## config.mk

```make
export PLATFORM = sky130hd
export DESIGN_NAME = hrd_ctrl
export DESIGN_NICKNAME = d
export VERILOG_FILES = /design/src/hdl/hashed_resource_directory_defines.svh /design/src/hdl/hrd_pkg.sv /design/src/hdl/hrd_ctrl.sv
export SDC_FILE = /design/constraint.sdc
export NUM_CORES = 1
export LEC_CHECK = 0
export BUFFER_PORTS_ARGS = -buffer_cell sky130_fd_sc_hd__buf_2
export CORE_AREA = 4 4 41 43
export CTS_BUF_LIST = sky130_fd_sc_hd__clkbuf_16
export CTS_CLUSTER_DIAMETER = 30
export DETAILED_ROUTE_END_ITERATION = 6
export DIE_AREA = 0 0 45 47
export HOLD_SLACK_MARGIN = 0.12
export PLACE_DENSITY_LB_ADDON = 0.1
export SETUP_SLACK_MARGIN = 0.4
export SLEW_MARGIN = 20
export SYNTH_ARGS = -nofsm -noshare
export SYNTH_HDL_FRONTEND = slang
export SYNTH_SLANG_ARGS = --single-unit
```

## constraint.sdc

```tcl
create_clock -name aclk -period 1.4 [get_ports aclk]
set_input_delay 0.07 -clock aclk [delete_from_list [all_inputs] [get_ports aclk]]
set_output_delay 0.07 -clock aclk [all_outputs]
set_load 0.02 [all_outputs]
```

## src/hdl/hashed_resource_directory_defines.svh

```systemverilog
// Assertion macros for the files that check their own logic.
`ifndef HASHED_RESOURCE_DIRECTORY_DEFINES_SVH
`define HASHED_RESOURCE_DIRECTORY_DEFINES_SVH

// Same-cycle implication, checked out of reset.
`define HRD_ASSERT_IMP(label, ante, cons, msg) \
    label: assert property (@(posedge aclk) disable iff (!aresetn) (ante) |-> (cons)) \
        else $error(msg);

// Next-cycle implication, checked out of reset.
`define HRD_ASSERT_NXT(label, ante, cons, msg) \
    label: assert property (@(posedge aclk) disable iff (!aresetn) (ante) |=> (cons)) \
        else $error(msg);

`endif

```

## src/hdl/hrd_pkg.sv

```systemverilog
package hrd_pkg;

    localparam int MAX_ENTRIES = 64;
    localparam int IDX_W = (MAX_ENTRIES > 1) ? $clog2(MAX_ENTRIES) : 1;
    localparam int CNT_W = $clog2(MAX_ENTRIES + 1);

    localparam logic [31:0] HASH_SEED  = 32'd2166136261;
    localparam logic [31:0] HASH_PRIME = 32'd16777619;
    localparam logic [15:0] VER_MAX    = 16'hFFFF;
    localparam logic [15:0] VER_FIRST  = 16'd1;

    localparam logic ACT_LOOKUP = 1'b0;
    localparam logic ACT_ALLOC  = 1'b1;

    typedef enum logic [2:0] {
        ST_IDLE  = 3'b001,
        ST_SCAN  = 3'b010,
        ST_APPLY = 3'b100
    } state_t;

    typedef struct packed {
        logic take_byte;
        logic take_last;
        logic scan;
        logic apply;
    } cmd_t;

    typedef struct packed {
        logic hit;
        logic miss;
        logic out_free;
    } status_t;

    typedef struct packed {
        logic [31:0] key;
        logic [31:0] start;
        logic [31:0] length;
        logic [15:0] ver;
    } entry_t;

endpackage

```

## src/hdl/hrd_ctrl.sv

```systemverilog
module hrd_ctrl
    import hrd_pkg::*;
(
    input  logic    aclk,
    input  logic    aresetn,
    input  logic    in_valid,
    input  logic    in_last,
    output logic    in_ready,
    input  status_t status,
    output cmd_t    cmd,
    output state_t  state
);

    state_t state_reg, state_next;

    assign in_ready = (state_reg == ST_IDLE);
    assign state    = state_reg;

    always_comb begin
        cmd.take_byte = in_ready && in_valid;
        cmd.take_last = in_ready && in_valid && in_last;
        cmd.scan      = (state_reg == ST_SCAN);
        cmd.apply     = (state_reg == ST_APPLY) && status.out_free;
    end

    always_comb begin
        state_next = state_reg;
        case (state_reg)
            ST_IDLE: begin
                if (in_valid && in_last) begin
                    state_next = ST_SCAN;
                end
            end
            ST_SCAN: begin
                if (status.hit || status.miss) begin
                    state_next = ST_APPLY;
                end
            end
            ST_APPLY: begin
                // hold until the output register can take the result
                if (status.out_free) begin
                    state_next = ST_IDLE;
                end
            end
            default: state_next = ST_IDLE;
        endcase
    end

    always_ff @(posedge aclk) begin
        if (!aresetn) begin
            state_reg <= ST_IDLE;
        end else begin
            state_reg <= state_next;
        end
    end

endmodule

```

==> metrics.txt <==
met3 wire len=approximately 72 µm; Die Wd=around 45 µm; leakage=0.206 nW; global-route wire length before repair=approximately 1100 µm; Yosys top cell area share=a little over a third; max FFs per register=3; Initial Util=approximately an eighth; most frequent cells after synthesis=dfxtp_1, nor2_1, nor3b_1; maxcap violations=0; final wirelength=between 600 and 700 µm; GP Congestion=between 0.6 and 0.7; Critical Path RT=around 1.3 ns; routed wl met2=~340 µm; clk buf depth=2; crit path DAT=about 1.2 ns; CTS tree=built; Antenna Violating Nets Remaining=0; Worst Tran Pin Value=0.252 ns; biggest area consumer among synthesized cells=dfxtp_1; hold_sp=status[2]; Seq/Total Area, Yosys=34.8%; Mean Syn Cell Area=just over 10 µm²; root buf cell=clkbuf_16; first-pass iteration count of the detailed router=4; pre-CTS setup slack=about 0.3 ns; largest net degree at the start of global routing=9; post-synthesis async set-or-reset flop share=0%; end point of the critical path=cmd[2]; ys flop type=dfxtp_1; H-tree depth=1; Hold WC Path Type=input pin to flip-flop; library cells used by synthesis=13; Fin. Hold Viols=0; Overall Power=around 0.00061 W; drt initial violations=3; DIE AREA=between 2000 and 2500 µm²; HPWL after detailed placement=roughly 450 µm; Setup Total Neg Slack=0 ns; most numerous cell in the Yosys netlist=dfxtp_1; CP Launch Type=flip-flop; Synth area leaders=dfxtp_1, nor4bb_4, nor3b_1, and3b_2, and2_4; syn_nets=24; Final Cycle Share=around nine tenths; Mapped Cells=17; Worst-Skew Late Latency=~0.22 ns; die span in y=~47 µm; Crit-path slowest cell=dfxtp_4; EDFF count, synth=0; CP Capture Type=primary output; Register Area=about 69 µm²; final net count=around 50; clock slew at reported path FFs=roughly 0.030 ns; max-slew violations=0; max layer used=met3; layout cells sized above 1=roughly 73%; CP max FO=4; clock sink total=3; VDD IR-drop max=0.775 mV; via-per-instance ratio=around 4.2; RSZ-0062 raised after global routing=yes; Crit path largest cell delay=about 0.35 ns; Layout area overhead=149%; row cnt=13; Via Count=approximately 230; critical path class=flip-flop to primary output; initial antenna violation count=0; port bufs=14; Multi-input gate area=120 µm²; fill cell count=about 140; CP startpoint=state[1]; Synth Cell Area=between 150 and 200 µm²; crit-path cells=nor4bb_4 -> and2_4 -> buf_6; FF+latch count, synth=3; Ys Warns=0; total gr overflow=0; Crit Reg-Reg Startpoint=state[0]; wire per inst=approximately 12 µm; TritonCTS buffer count=3; Reg2Reg Depth=5; M1 WL=278 µm; Placeable Area=between 1000 and 1500 µm²; crit path time final=~1.2 ns; run status=completed; final worst setup slack=0.164 ns; Ports=15; number of global-route vias before repair=approximately 240; PwrDens=1420 nW/µm²; fmax=around 810 MHz; clock skew=0.000793 ns; r2r endpoint=state[0]; final hold slack=0.193 ns; Crit path buffers/inverters=1; Worst path depth=3; # diodes=0; setup violators final=0; max_slew headroom=between 80% and 90%; # DRC=0; family with the most delay on the worst path=simple AND/OR/NAND/NOR gates; setup slack, reg-to-reg=0.20 ns; total track usage=under 10%
worst min path at each step:
stage | end | slack [ns] | depth (start not counted)
2_1_floorplan | state[0] | 0.14 | 1
3_3_place_gp | state[0] | 0.27 | 2
3_5_place_dp | state[0] | 0.27 | 2
4_1_cts | state[1] | 0.18 | 3
5_1_grt | state[1] | 0.22 | 3
6_report | state[1] | 0.19 | 3
power by group:
part	switching, W	total (W)	internal (W)	leakage, nW
clock	0.0000755	0.000444	0.000368	0.0423
sequential	0.00000520	0.0000923	0.0000871	0.0257
combinational	0.0000300	0.0000738	0.0000438	0.138
routing by layer:
layer	GRT usage, %	up-vias
met5	0	-
met1	8.39	102
met3	3.83	0
met2	13.3	16
met4	3.51	0
li1	-	115
layout by cell type (no fill, tap or decap), drive strengths merged:
cell,n
nor2,2
nor3,1
buf,19
and2,1
nor3b,2
clkbuf,3
inv,1
nor4bb,1
or2b,1
nor4,1
o31ai,1
nand2b,1
o21a,1
dlygate4sd3,1
o22ai,1
and3b,1
dfxtp,3
metrics by stage:
step	utilization [%]	instances	cell area, µm²
6_report	33.0	56	429
5_1_grt	33.0	56	429
4_1_cts	31.5	54	410
3_5_place_dp	21.0	46	273
3_3_place_gp	21.0	46	273
2_1_floorplan	-	17	184
final cells by class:
class                      instances  area share (%)
timing repair buffer              20            33.2
multi-input combinational         14            28.0
clock buffer                       3            17.5
sequential                         3            16.0
tap                               15            4.37
clock inverter                     1           0.875
logic make-up after synthesis:
kind of cell | count (synthesis) | share of synthesized area, %
AO/OA/AOI/OAI | 3 | 12.3
AND/OR/NAND/NOR | 11 | 52.9
flip-flops | 3 | 34.8
timing repair:
action | in CTS | in global routing
resized for setup | 8 | 1
hold buffers | 1 | 0
setup endpoints to repair | 8 | 8
hold endpoints to repair | 2 | 0
pin swaps | 4 | 4
setup buffers | 3 | 2
worst reg2reg max path, delay by kind of cell (launching register included):
family | cells | cell delay (ns)
simple gates | 2 | 0.32
compound gates | 1 | 0.19
flops | 1 | 0.36
buf+inv | 2 | 0.23
Note: power is estimated with default switching activity, not from simulation.
